==> config.mk <==
export PLATFORM = sky130hd
export DESIGN_NAME = usb_control_transfer_sequencer_flat
export DESIGN_NICKNAME = d
export VERILOG_FILES = /design/src/rtl/ucts_pkg.sv /design/src/rtl/ucts_if.sv /design/src/rtl/ucts_cfg_regs.sv /design/src/rtl/ucts_core.sv /design/src/rtl/usb_control_transfer_sequencer.sv /design/src/flat_wrapper.sv
export SDC_FILE = /design/constraint.sdc
export NUM_CORES = 1
export LEC_CHECK = 0
export ABC_AREA = 1
export ABC_CLOCK_PERIOD_IN_PS = 4100
export BUFFER_PORTS_ARGS = -buffer_cell sky130_fd_sc_hd__clkbuf_2
export CORE_ASPECT_RATIO = 0.5
export CORE_UTILIZATION = 55
export CTS_CLUSTER_DIAMETER = 40
export DETAILED_ROUTE_END_ITERATION = 7
export GPL_ROUTABILITY_DRIVEN = 0
export PLACE_DENSITY_LB_ADDON = 0.1
export SETUP_SLACK_MARGIN = 0.15
export SYNTH_ARGS = -nofsm -noshare
export SYNTH_HDL_FRONTEND = slang
export SYNTH_SLANG_ARGS = --single-unit
==> constraint.sdc <==
create_clock -name clk_i -period 4.1 [get_ports clk_i]
set_clock_uncertainty 0.05 [all_clocks]
set_input_delay 0.205 -clock clk_i [delete_from_list [all_inputs] [get_ports clk_i]]
set_output_delay 0.205 -clock clk_i [all_outputs]
set_load 0.05 [all_outputs]
==> src/rtl/ucts_pkg.sv <==
// Shared types and constants of the USB control-transfer sequencer.
// No dependencies; every other file of the block but ucts_if imports this package.
package ucts_pkg;

  // Input opcodes
  typedef enum logic [1:0] {
    OP_START_READ  = 2'd0,
    OP_START_WRITE = 2'd1,
    OP_TOKEN_DONE  = 2'd2
  } op_e;

  // Handshake codes with a meaning of their own; every other non-zero code is an error
  localparam logic [3:0] HS_ACK     = 4'd0;
  localparam logic [3:0] HS_NAK     = 4'd4;
  localparam logic [3:0] HS_TIMEOUT = 4'd14;

  // Token kinds
  typedef enum logic [1:0] {
    TK_SETUP      = 2'd0,
    TK_IN_DATA    = 2'd1,
    TK_OUT_STATUS = 2'd2,
    TK_IN_STATUS  = 2'd3
  } token_e;

  // Configuration register indexes
  localparam logic [1:0] CFG_MAX_PACKET  = 2'd0;
  localparam logic [1:0] CFG_NAK_LIMIT   = 2'd1;
  localparam logic [1:0] CFG_RETRY_LIMIT = 2'd2;

  // Configuration reset values
  localparam logic [6:0]  MaxPacketReset  = 7'd8;
  localparam logic [15:0] NakLimitReset   = 16'd200;
  localparam logic [3:0]  RetryLimitReset = 4'd3;

  typedef struct packed {
    logic [6:0]  max_packet_size;
    logic [15:0] naks_allowed;
    logic [3:0]  timeouts_allowed;
  } cfg_t;

  typedef struct packed {
    logic [1:0]  opcode;
    logic [15:0] request_length;
    logic [3:0]  endpoint_number;
    logic [3:0]  handshake_code;
    logic [6:0]  received_count;
  } item_t;

  typedef struct packed {
    logic        launch;
    logic [1:0]  token_kind;
    logic [3:0]  endpoint_out;
    logic        force_data1;
    logic [16:0] store_offset;
    logic        store_valid;
    logic        done_res;
    logic [3:0]  status;
    logic [16:0] bytes_received;
    logic [15:0] data_stage_naks;
  } res_t;

endpackage

==> src/rtl/ucts_if.sv <==
// Channel interfaces of the USB control-transfer sequencer: request, result, configuration.
// Plain valid/ready channels; no package dependency.
interface ucts_in_if;
  logic        valid;
  logic        ready;
  logic [1:0]  opcode;
  logic [15:0] request_length;
  logic [3:0]  endpoint_number;
  logic [3:0]  handshake_code;
  logic [6:0]  received_count;

  modport source (output valid, opcode, request_length, endpoint_number, handshake_code,
                  received_count, input ready);
  modport sink (input valid, opcode, request_length, endpoint_number, handshake_code,
                received_count, output ready);
endinterface

interface ucts_out_if;
  logic        valid;
  logic        ready;
  logic        launch;
  logic [1:0]  token_kind;
  logic [3:0]  endpoint_out;
  logic        force_data1;
  logic [16:0] store_offset;
  logic        store_valid;
  logic        done_res;
  logic [3:0]  status;
  logic [16:0] bytes_received;
  logic [15:0] data_stage_naks;

  modport source (output valid, launch, token_kind, endpoint_out, force_data1, store_offset,
                  store_valid, done_res, status, bytes_received, data_stage_naks,
                  input ready);
  modport sink (input valid, launch, token_kind, endpoint_out, force_data1, store_offset,
                store_valid, done_res, status, bytes_received, data_stage_naks,
                output ready);
endinterface

interface ucts_cfg_if;
  logic        valid;
  logic        ready;
  logic [1:0]  addr;
  logic [15:0] data;

  modport source (output valid, addr, data, input ready);
  modport sink (input valid, addr, data, output ready);
endinterface

==> src/rtl/ucts_cfg_regs.sv <==
// Configuration registers of the USB control-transfer sequencer.
// Depends on ucts_pkg (cfg_t, register indexes, reset values).
module ucts_cfg_regs (
  input  logic            clk_i,
  input  logic            rst_ni,
  input  logic            wr_valid_i,
  input  logic [1:0]      wr_addr_i,
  input  logic [15:0]     wr_data_i,
  output ucts_pkg::cfg_t  cfg_o
);
  import ucts_pkg::*;

  cfg_t cfg_q;

  always_ff @(posedge clk_i or negedge rst_ni) begin
    if (!rst_ni) begin
      cfg_q.max_packet_size  <= MaxPacketReset;
      cfg_q.naks_allowed     <= NakLimitReset;
      cfg_q.timeouts_allowed <= RetryLimitReset;
    end else if (wr_valid_i) begin
      case (wr_addr_i)
        CFG_MAX_PACKET:  cfg_q.max_packet_size  <= wr_data_i[6:0];
        CFG_NAK_LIMIT:   cfg_q.naks_allowed     <= wr_data_i;
        CFG_RETRY_LIMIT: cfg_q.timeouts_allowed <= wr_data_i[3:0];
        default: ;  // drop writes to unused indexes
      endcase
    end
  end

  assign cfg_o = cfg_q;

endmodule

==> src/rtl/ucts_core.sv <==
// Transfer state and next-token decision of the USB control-transfer sequencer.
// Depends on ucts_pkg (item_t, res_t, cfg_t, codes).
module ucts_core (
  input  logic            clk_i,
  input  logic            rst_ni,
  input  logic            fire_i,
  input  ucts_pkg::item_t item_i,
  input  ucts_pkg::cfg_t  cfg_i,
  output logic            res_valid_o,
  output ucts_pkg::res_t  res_o
);
  import ucts_pkg::*;

  typedef enum logic [4:0] {
    PH_IDLE       = 5'b00001,
    PH_SETUP      = 5'b00010,
    PH_DATA       = 5'b00100,
    PH_STATUS_OUT = 5'b01000,
    PH_STATUS_IN  = 5'b10000
  } phase_e;

  phase_e      phase_q, phase_d;
  logic        is_read_q, is_read_d;
  logic [3:0]  ep_q, ep_d;
  logic [15:0] nak_q, nak_d;
  logic [3:0]  tmo_q, tmo_d;
  logic [15:0] wanted_q, wanted_d;
  logic [16:0] total_q, total_d;
  logic [15:0] saved_naks_q, saved_naks_d;

  logic [15:0] nak_inc;
  logic [3:0]  tmo_inc;
  logic [16:0] total_sum;
  logic        is_start, is_done_tok, fail, last_pkt;
  token_e      retry_kind;

  assign nak_inc     = nak_q + 16'd1;
  assign tmo_inc     = tmo_q + 4'd1;
  assign total_sum   = total_q + {10'd0, item_i.received_count};
  assign is_start    = (item_i.opcode == OP_START_READ) || (item_i.opcode == OP_START_WRITE);
  assign is_done_tok = (item_i.opcode == OP_TOKEN_DONE) && (phase_q != PH_IDLE);
  assign last_pkt    = (item_i.received_count < cfg_i.max_packet_size)
                    || (total_sum >= {1'b0, wanted_q});

  always_comb begin
    case (phase_q)
      PH_DATA:       retry_kind = TK_IN_DATA;
      PH_STATUS_OUT: retry_kind = TK_OUT_STATUS;
      PH_STATUS_IN:  retry_kind = TK_IN_STATUS;
      default:       retry_kind = TK_SETUP;
    endcase
  end

  always_comb begin
    phase_d      = phase_q;
    is_read_d    = is_read_q;
    ep_d         = ep_q;
    nak_d        = nak_q;
    tmo_d        = tmo_q;
    wanted_d     = wanted_q;
    total_d      = total_q;
    saved_naks_d = saved_naks_q;
    res_valid_o  = 1'b0;
    res_o        = '0;
    fail         = 1'b0;

    if (is_start && (phase_q == PH_IDLE)) begin
      is_read_d         = (item_i.opcode == OP_START_READ);
      ep_d              = item_i.endpoint_number;
      wanted_d          = (item_i.opcode == OP_START_READ) ? item_i.request_length : 16'd0;
      total_d           = '0;
      saved_naks_d      = '0;
      nak_d             = '0;
      tmo_d             = '0;
      phase_d           = PH_SETUP;
      res_valid_o       = 1'b1;
      res_o.launch      = 1'b1;
      res_o.token_kind  = TK_SETUP;
      res_o.endpoint_out = item_i.endpoint_number;
    end else if (is_done_tok) begin
      res_valid_o = 1'b1;
      if (item_i.handshake_code == HS_NAK) begin
        nak_d = nak_inc;
        fail  = (nak_inc >= cfg_i.naks_allowed);
      end else if (item_i.handshake_code == HS_TIMEOUT) begin
        tmo_d = tmo_inc;
        fail  = (tmo_inc >= cfg_i.timeouts_allowed);
      end else if (item_i.handshake_code != HS_ACK) begin
        fail = 1'b1;
      end

      if (fail) begin
        // give up: report the code and the counts so far
        if (phase_q == PH_DATA) saved_naks_d = nak_d;
        phase_d               = PH_IDLE;
        res_o.done_res        = 1'b1;
        res_o.status          = item_i.handshake_code;
        res_o.bytes_received  = total_q;
        res_o.data_stage_naks = saved_naks_d;
      end else if (item_i.handshake_code != HS_ACK) begin
        // relaunch the same token, keep the counters
        res_o.launch       = 1'b1;
        res_o.token_kind   = retry_kind;
        res_o.endpoint_out = ep_q;
      end else begin
        case (phase_q)
          PH_SETUP: begin
            nak_d              = '0;
            tmo_d              = '0;
            res_o.launch       = 1'b1;
            res_o.endpoint_out = ep_q;
            if (is_read_q) begin
              phase_d           = PH_DATA;
              res_o.token_kind  = TK_IN_DATA;
              res_o.force_data1 = 1'b1;
            end else begin
              phase_d          = PH_STATUS_IN;
              res_o.token_kind = TK_IN_STATUS;
            end
          end
          PH_DATA: begin
            nak_d              = '0;
            tmo_d              = '0;
            total_d            = total_sum;
            res_o.launch       = 1'b1;
            res_o.endpoint_out = ep_q;
            res_o.store_offset = total_q;
            res_o.store_valid  = 1'b1;
            if (last_pkt) begin
              saved_naks_d     = nak_q;
              phase_d          = PH_STATUS_OUT;
              res_o.token_kind = TK_OUT_STATUS;
            end else begin
              res_o.token_kind = TK_IN_DATA;
            end
          end
          default: begin
            // status stage acknowledged: transfer complete
            phase_d               = PH_IDLE;
            res_o.done_res        = 1'b1;
            res_o.status          = HS_ACK;
            res_o.bytes_received  = total_q;
            res_o.data_stage_naks = saved_naks_q;
          end
        endcase
      end
    end
  end

  always_ff @(posedge clk_i or negedge rst_ni) begin
    if (!rst_ni) begin
      phase_q      <= PH_IDLE;
      is_read_q    <= 1'b0;
      ep_q         <= '0;
      nak_q        <= '0;
      tmo_q        <= '0;
      wanted_q     <= '0;
      total_q      <= '0;
      saved_naks_q <= '0;
    end else if (fire_i) begin
      phase_q      <= phase_d;
      is_read_q    <= is_read_d;
      ep_q         <= ep_d;
      nak_q        <= nak_d;
      tmo_q        <= tmo_d;
      wanted_q     <= wanted_d;
      total_q      <= total_d;
      saved_naks_q <= saved_naks_d;
    end
  end

endmodule

==> src/rtl/usb_control_transfer_sequencer.sv <==
// Top level of the USB control-transfer sequencer: request register, core, result register.
// Depends on ucts_pkg, ucts_if, ucts_cfg_regs and ucts_core.

// USB host control-transfer sequencer. Send a start-read or start-write request to begin a
// transfer, then one token-finished request per completed bus token; each request yields at
// most one result that names the next token to launch (SETUP, IN data, OUT status, IN status)
// or reports the end of the transfer with status, byte total and data-stage NAK count. NAKs
// and timeouts are retried up to the NAK limit and the timeout limit registers; any other
// error ends the transfer. Requests that arrive in the wrong phase are dropped without a
// result. Rate: one request per cycle while results are taken; a request is held in the
// request register and its result is loaded from there into the result register, which
// offers it on the output. A stalled result holds the request register, which in turn holds
// the input. The throughput is set by the state update of the core, which feeds back on
// itself.
// Write the configuration registers only while no transfer is in flight.
module usb_control_transfer_sequencer (
  input  logic          clk_i,
  input  logic          rst_ni,
  ucts_in_if.sink       in_i,
  ucts_out_if.source    out_o,
  ucts_cfg_if.sink      cfg_i
);
  import ucts_pkg::*;

  cfg_t  cfg;
  item_t item_q;
  logic  item_valid_q;
  logic  advance;
  logic  out_free;
  logic  core_res_valid;
  res_t  core_res;
  res_t  res_q;
  logic  res_valid_q;

  // Configuration port: always ready
  assign cfg_i.ready = 1'b1;

  ucts_cfg_regs u_cfg (
    .clk_i      (clk_i),
    .rst_ni     (rst_ni),
    .wr_valid_i (cfg_i.valid),
    .wr_addr_i  (cfg_i.addr),
    .wr_data_i  (cfg_i.data),
    .cfg_o      (cfg)
  );

  // Advance the held request once the result register can take whatever it yields
  assign out_free   = !res_valid_q || out_o.ready;
  assign advance    = item_valid_q && out_free;
  assign in_i.ready = !item_valid_q || advance;

  always_ff @(posedge clk_i or negedge rst_ni) begin
    if (!rst_ni) begin
      item_valid_q <= 1'b0;
    end else if (in_i.ready) begin
      item_valid_q <= in_i.valid;
    end
  end

  // Request payload: no reset needed
  always_ff @(posedge clk_i) begin
    if (in_i.valid && in_i.ready) begin
      item_q.opcode          <= in_i.opcode;
      item_q.request_length  <= in_i.request_length;
      item_q.endpoint_number <= in_i.endpoint_number;
      item_q.handshake_code  <= in_i.handshake_code;
      item_q.received_count  <= in_i.received_count;
    end
  end

  ucts_core u_core (
    .clk_i       (clk_i),
    .rst_ni      (rst_ni),
    .fire_i      (advance),
    .item_i      (item_q),
    .cfg_i       (cfg),
    .res_valid_o (core_res_valid),
    .res_o       (core_res)
  );

  // Result register: load a fresh result, otherwise drop the one just taken
  always_ff @(posedge clk_i or negedge rst_ni) begin
    if (!rst_ni) begin
      res_valid_q <= 1'b0;
    end else if (advance && core_res_valid) begin
      res_valid_q <= 1'b1;
    end else if (out_o.ready) begin
      res_valid_q <= 1'b0;
    end
  end

  always_ff @(posedge clk_i) begin
    if (advance && core_res_valid) begin
      res_q <= core_res;
    end
  end

  assign out_o.valid           = res_valid_q;
  assign out_o.launch          = res_q.launch;
  assign out_o.token_kind      = res_q.token_kind;
  assign out_o.endpoint_out    = res_q.endpoint_out;
  assign out_o.force_data1     = res_q.force_data1;
  assign out_o.store_offset    = res_q.store_offset;
  assign out_o.store_valid     = res_q.store_valid;
  assign out_o.done_res        = res_q.done_res;
  assign out_o.status          = res_q.status;
  assign out_o.bytes_received  = res_q.bytes_received;
  assign out_o.data_stage_naks = res_q.data_stage_naks;

  // A result either launches a token or ends the transfer, never both
  a_launch_xor_done: assert property (@(posedge clk_i) disable iff (!rst_ni)
    res_valid_q |-> (res_q.launch != res_q.done_res))
    else $error("result both launches and ends the transfer");

  // Stored packet bytes always come with the next token of the same transfer
  a_store_with_launch: assert property (@(posedge clk_i) disable iff (!rst_ni)
    (res_valid_q && res_q.store_valid) |-> res_q.launch)
    else $error("store without a launched token");

  // DATA1 is forced only for an IN data token
  a_force_in_data: assert property (@(posedge clk_i) disable iff (!rst_ni)
    (res_valid_q && res_q.force_data1) |-> (res_q.token_kind == TK_IN_DATA))
    else $error("DATA1 forced on a token other than IN data");

  // A stalled result is held, never overwritten
  a_result_held: assert property (@(posedge clk_i) disable iff (!rst_ni)
    (res_valid_q && !out_o.ready) |=> (res_valid_q && $stable(res_q)))
    else $error("pending result lost or changed");

  // A held request is never lost while the result side is blocked
  a_request_held: assert property (@(posedge clk_i) disable iff (!rst_ni)
    (item_valid_q && !advance) |=> item_valid_q)
    else $error("held request dropped");

endmodule
==> src/flat_wrapper.sv <==
// flat-port wrapper written by rule: the top's interface ports become plain ports
module usb_control_transfer_sequencer_flat import ucts_pkg::*;
  (clk_i, rst_ni, in_i_valid, in_i_opcode, in_i_request_length, in_i_endpoint_number, in_i_handshake_code, in_i_received_count, in_i_ready, out_o_valid, out_o_launch, out_o_token_kind, out_o_endpoint_out, out_o_force_data1, out_o_store_offset, out_o_store_valid, out_o_done_res, out_o_status, out_o_bytes_received, out_o_data_stage_naks, out_o_ready, cfg_i_valid, cfg_i_addr, cfg_i_data, cfg_i_ready);
  ucts_in_if in_i_i ();
  ucts_out_if out_o_i ();
  ucts_cfg_if cfg_i_i ();
  input  logic clk_i;
  input  logic rst_ni;
  input wire logic [$bits(in_i_i.valid)-1:0] in_i_valid;
  input wire logic [$bits(in_i_i.opcode)-1:0] in_i_opcode;
  input wire logic [$bits(in_i_i.request_length)-1:0] in_i_request_length;
  input wire logic [$bits(in_i_i.endpoint_number)-1:0] in_i_endpoint_number;
  input wire logic [$bits(in_i_i.handshake_code)-1:0] in_i_handshake_code;
  input wire logic [$bits(in_i_i.received_count)-1:0] in_i_received_count;
  output wire logic [$bits(in_i_i.ready)-1:0] in_i_ready;
  output wire logic [$bits(out_o_i.valid)-1:0] out_o_valid;
  output wire logic [$bits(out_o_i.launch)-1:0] out_o_launch;
  output wire logic [$bits(out_o_i.token_kind)-1:0] out_o_token_kind;
  output wire logic [$bits(out_o_i.endpoint_out)-1:0] out_o_endpoint_out;
  output wire logic [$bits(out_o_i.force_data1)-1:0] out_o_force_data1;
  output wire logic [$bits(out_o_i.store_offset)-1:0] out_o_store_offset;
  output wire logic [$bits(out_o_i.store_valid)-1:0] out_o_store_valid;
  output wire logic [$bits(out_o_i.done_res)-1:0] out_o_done_res;
  output wire logic [$bits(out_o_i.status)-1:0] out_o_status;
  output wire logic [$bits(out_o_i.bytes_received)-1:0] out_o_bytes_received;
  output wire logic [$bits(out_o_i.data_stage_naks)-1:0] out_o_data_stage_naks;
  input wire logic [$bits(out_o_i.ready)-1:0] out_o_ready;
  input wire logic [$bits(cfg_i_i.valid)-1:0] cfg_i_valid;
  input wire logic [$bits(cfg_i_i.addr)-1:0] cfg_i_addr;
  input wire logic [$bits(cfg_i_i.data)-1:0] cfg_i_data;
  output wire logic [$bits(cfg_i_i.ready)-1:0] cfg_i_ready;
  assign in_i_i.valid = in_i_valid;
  assign in_i_i.opcode = in_i_opcode;
  assign in_i_i.request_length = in_i_request_length;
  assign in_i_i.endpoint_number = in_i_endpoint_number;
  assign in_i_i.handshake_code = in_i_handshake_code;
  assign in_i_i.received_count = in_i_received_count;
  assign in_i_ready = in_i_i.ready;
  assign out_o_valid = out_o_i.valid;
  assign out_o_launch = out_o_i.launch;
  assign out_o_token_kind = out_o_i.token_kind;
  assign out_o_endpoint_out = out_o_i.endpoint_out;
  assign out_o_force_data1 = out_o_i.force_data1;
  assign out_o_store_offset = out_o_i.store_offset;
  assign out_o_store_valid = out_o_i.store_valid;
  assign out_o_done_res = out_o_i.done_res;
  assign out_o_status = out_o_i.status;
  assign out_o_bytes_received = out_o_i.bytes_received;
  assign out_o_data_stage_naks = out_o_i.data_stage_naks;
  assign out_o_i.ready = out_o_ready;
  assign cfg_i_i.valid = cfg_i_valid;
  assign cfg_i_i.addr = cfg_i_addr;
  assign cfg_i_i.data = cfg_i_data;
  assign cfg_i_ready = cfg_i_i.ready;
  usb_control_transfer_sequencer u_core (.clk_i(clk_i), .rst_ni(rst_ni), .in_i(in_i_i), .out_o(out_o_i), .cfg_i(cfg_i_i));
endmodule
==> impl_metrics.json <==
{
  "start_util_pct": 56.5,
  "p_leak_uw": 0.00612,
  "r2r_slack_ps": 340,
  "synth-seq-cells": 205,
  "antenna_found_initial": 0,
  "timing.rr.end": "u_core.u_core.saved_naks_q[0]",
  "viasPerCell": 5.31,
  "peakVddDrop_mv": 0.311,
  "clock_latency_ps": 510,
  "synth_cell_type_count": 51,
  "dpl.hpwl_mm": 18.0,
  "grt_first_pass_wirelength_mm": 42.3,
  "swShare_pct": 40.8,
  "setup_violations": 0,
  "finalHoldViolCount": 0,
  "firstDrtPassIters": 5,
  "grt_usage_pct": 27.2,
  "clockRootBuffer": "clkbuf_16",
  "slew_headroom_pct": 29.8,
  "crit_type": "reg -> reg",
  "fin_util_pct": 69.9,
  "multi_input_area_um2": 4140,
  "async_reset_ff_share_pct": 52.7,
  "critical_path.startpoint_type": "flop",
  "synth_warnings": 0,
  "io_pins": 123,
  "area_growth_pct": 23.7,
  "worstMarginPinSlew_ps": 1050,
  "r2r-start": "u_core.u_core.total_q[0]",
  "tns_ps": 0,
  "nNetsFinal": 1474,
  "vias": 8707,
  "diodes": 0,
  "synth.area.top_cells": "edfxtp_1 28%, dfrtp_1 24%, nand2_1 9.7%",
  "regArea_um2": 5620,
  "p_switching_uw": 3500,
  "rsz0062_at_grt": "no",
  "htreeDepth": 1,
  "grt_pass1_vias": 8629,
  "crit_start": "u_core.u_core.total_q[0]",
  "portBuffers": 121,
  "numCtsBuffers": 22,
  "maxSlewViolCount": 0,
  "crit_fanout": 16,
  "maxCapViolCount": 0,
  "p_int_uw": 5090,
  "grt_remaining_overflow": 0,
  "finalCritPeriodShare_pct": 91.6,
  "detail-route-antenna-nets": 0,
  "ff2ff_path_depth": 25,
  "drc": 0,
  "cts.clk_slew.worst_paths_ps": 60,
  "hold_path_class": "in -> reg",
  "drive_gt1_share_pct": 17.7,
  "rows": 35,
  "drtIter0Drc": 559,
  "yosys_most_used_dff": "dfrtp_1",
  "wl_per_cell_um": 16.0,
  "power_frac_seq_pct": 35.9,
  "die_w_um": 197,
  "fmax_mhz": 266,
  "timing.hold.ws_ps": 95.5,
  "synth_top_area_share_pct": 27.9,
  "status": "complete, no violations",
  "syn-instance-count": 1171,
  "required_ps": 4480,
  "syn_nets": 1279,
  "die_y_um": 99.5,
  "grt_max_degree": 74,
  "syn-cell-area_um2": 10400,
  "syn_avg_cell_area_um2": 8.92,
  "final.fill_count": 1410,
  "cts_max_path_buffers": 3,
  "synth-edff-count": 97,
  "crit_end": "u_core.u_core.saved_naks_q[0]",
  "yosys.area.top_type": "edfxtp_1",
  "hold_start": "cfg_i_addr[1]",
  "fin_crit_ps": 3760,
  "end_kind": "flop",
  "cts_tree": "done",
  "worstPathArrival_ps": 4140,
  "clock_sinks": 205,
  "synth_seq_area_share_pct": 53.8,
  "die_area_um2": 19600,
  "pwr-share-comb_pct": 39.8,
  "finalWirelength_mm": 26.2,
  "power_frac_clock_pct": 24.3,
  "core_um2": 18500,
  "powerDensity_nw_per_um2": 665
}
## area by class of cell
type | instances | area share, %
tap | 259 | 2.51
timing repair buffer | 202 | 10.9
sequential | 205 | 43.5
clock buffer | 25 | 4.51
inverter | 174 | 5.07
multi-input combinational | 761 | 32.0
clock inverter | 15 | 1.45
## power by group through the flow
stage               registers (uW)  clock network (uW)  logic, uW
floorplan                     3440                   0       1980
global placement              3080                   0       3100
detailed placement            3090                   0       3210
CTS                           3060                2120       3290
global route                  3140                2200       3830
finish                        3080                2090       3420
## cell usage after synthesis, types with 8 or more instances
library cell	count
nand2_1	269
inv_1	162
nor2_1	107
dfrtp_1	101
edfxtp_1	97
o21ai_0	87
nand3_1	85
ha_1	51
a21oi_1	44
xor2_1	17
clkbuf_1	15
nor3_1	11
o21ai_1	11
o22ai_1	10
nand4_1	9
buf_2	8
inv_2	8
## per-layer routing
layer  share of wire [%]  up-vias  GRT usage (%)  wire length [um]
met1                  44     4179           36.1             11500
met3                 4.9       45           3.32              1290
met2                  49      260           47.7             12900
li1                    -     4223              -                 -
met4                 2.0        0           7.57               527
met5                   0        -              0                 0
## worst min-delay path by stage
stage | end | slack (ps) | cells after the start
3_3_place_gp | u_core.item_q[19] | 330 | 1
4_1_cts | u_core.u_cfg.cfg_o[0] | 70 | 3
2_1_floorplan | u_core.item_valid_q | -140 | 0
6_report | u_core.u_cfg.cfg_o[0] | 100 | 3
3_5_place_dp | u_core.item_q[18] | 330 | 1
5_1_grt | u_core.u_cfg.cfg_o[1] | 150 | 3
## kinds of logic after synthesis
family / Yosys count / share of synthesized area [%]
AOI/OAI and AO/OA: 178 / 9.62
xor gates and xnor gates: 20 / 1.68
adders and majority gates: 52 / 6.30
buffers and inverters: 205 / 7.70
DFF: 205 / 53.8
muxes: 1 / 0.0958
other: 1 / 0.0359
and+or+nand+nor: 509 / 20.7
## worst max-delay path: stages, from the launching register on
cell      delay, ps
dfrtp_1         360
ha_2            180
inv_1            50
fa_2            340
nand3b_1        170
nand2_2          90
nand3_1          60
nand2_1          80
inv_1            50
or2_2           300
nor2_2          100
xor2_1          230
inv_1           120
ha_4            220
nand2_1          70
nor2_1           50
and3_1          180
a21oi_2         140
nand3_2         110
nor2_4          110
nand2_1          80
nand2_2         100
nand2_4         100
nand2_4         200
nand2_1          80
nand2_1          70
## repair_timing
| action | 4_1_cts | 5_1_grt |
|---|---|---|
| setup buffers | 1 | 8 |
| hold buffers | 52 | 0 |
| endpoints found under the hold margin | 127 | 0 |
| pin swaps | 1 | 7 |
| gates resized for setup | 3 | 21 |
| setup endpoints to repair | 16 | 61 |
| cloned | 0 | 1 |
## cell usage in the layout, fill, tap and decap left out, types with 3 or more instances in the layout
cell type	n
dfstp_2	7
clkinv_4	6
nor2_4	3
dlygate4sd3_1	52
o21ai_0	87
buf_12	3
dfrtp_1	101
a21oi_1	43
ha_4	5
clkbuf_2	120
bufinv_16	3
ha_1	45
nand2_2	8
nor2_1	103
a32o_1	4
nand3_1	84
clkbuf_16	24
nand2_1	265
nand4_1	9
o21a_1	7
xnor2_1	3
edfxtp_1	97
or2_2	4
inv_1	161
and2_1	3
nor2_2	6
o21ai_1	11
nand2_4	4
o22ai_1	10
clkinv_1	5
nor3_1	11
xor2_1	16
inv_2	9
buf_4	25
## state kept, by name, summed over array words and instances (netlist names)
| name | count |
|---|---|
| u_core.out_o.status | 4 |
| u_core.u_core.nak_q | 16 |
| u_core.out_o.done_res | 1 |
| u_core.item_valid_q | 1 |
| u_core.out_o.launch | 1 |
| u_core.out_o.data_stage_naks | 16 |
| u_core.u_core.is_read_q | 1 |
| u_core.u_core.wanted_q | 16 |
| u_core.u_core.ep_q | 4 |
| u_core.out_o.bytes_received | 17 |
| u_core.u_core.tmo_q | 4 |
| u_core.out_o.valid | 1 |
| u_core.out_o.token_kind | 2 |
| u_core.out_o.force_data1 | 1 |
| u_core.out_o.store_valid | 1 |
| u_core.u_core.saved_naks_q | 16 |
| u_core.u_cfg.cfg_o | 27 |
| u_core.u_core.total_q | 17 |
| u_core.u_core.phase_q | 5 |
| u_core.item_q | 33 |
| u_core.out_o.endpoint_out | 4 |
| u_core.out_o.store_offset | 17 |
## per-stage QoR
stage	total power (uW)	std cells	instance area, um2	setup WS, ps
final	8590	1641	12900	344
after global routing	9170	1641	12900	67.0
after CTS	8470	1632	12700	161
after detailed placement	6300	1539	11400	77.5
after global placement	6180	1539	11400	178
after floorplan	5420	1171	10400	429
No activity file was read; power rests on OpenSTA's default activity.
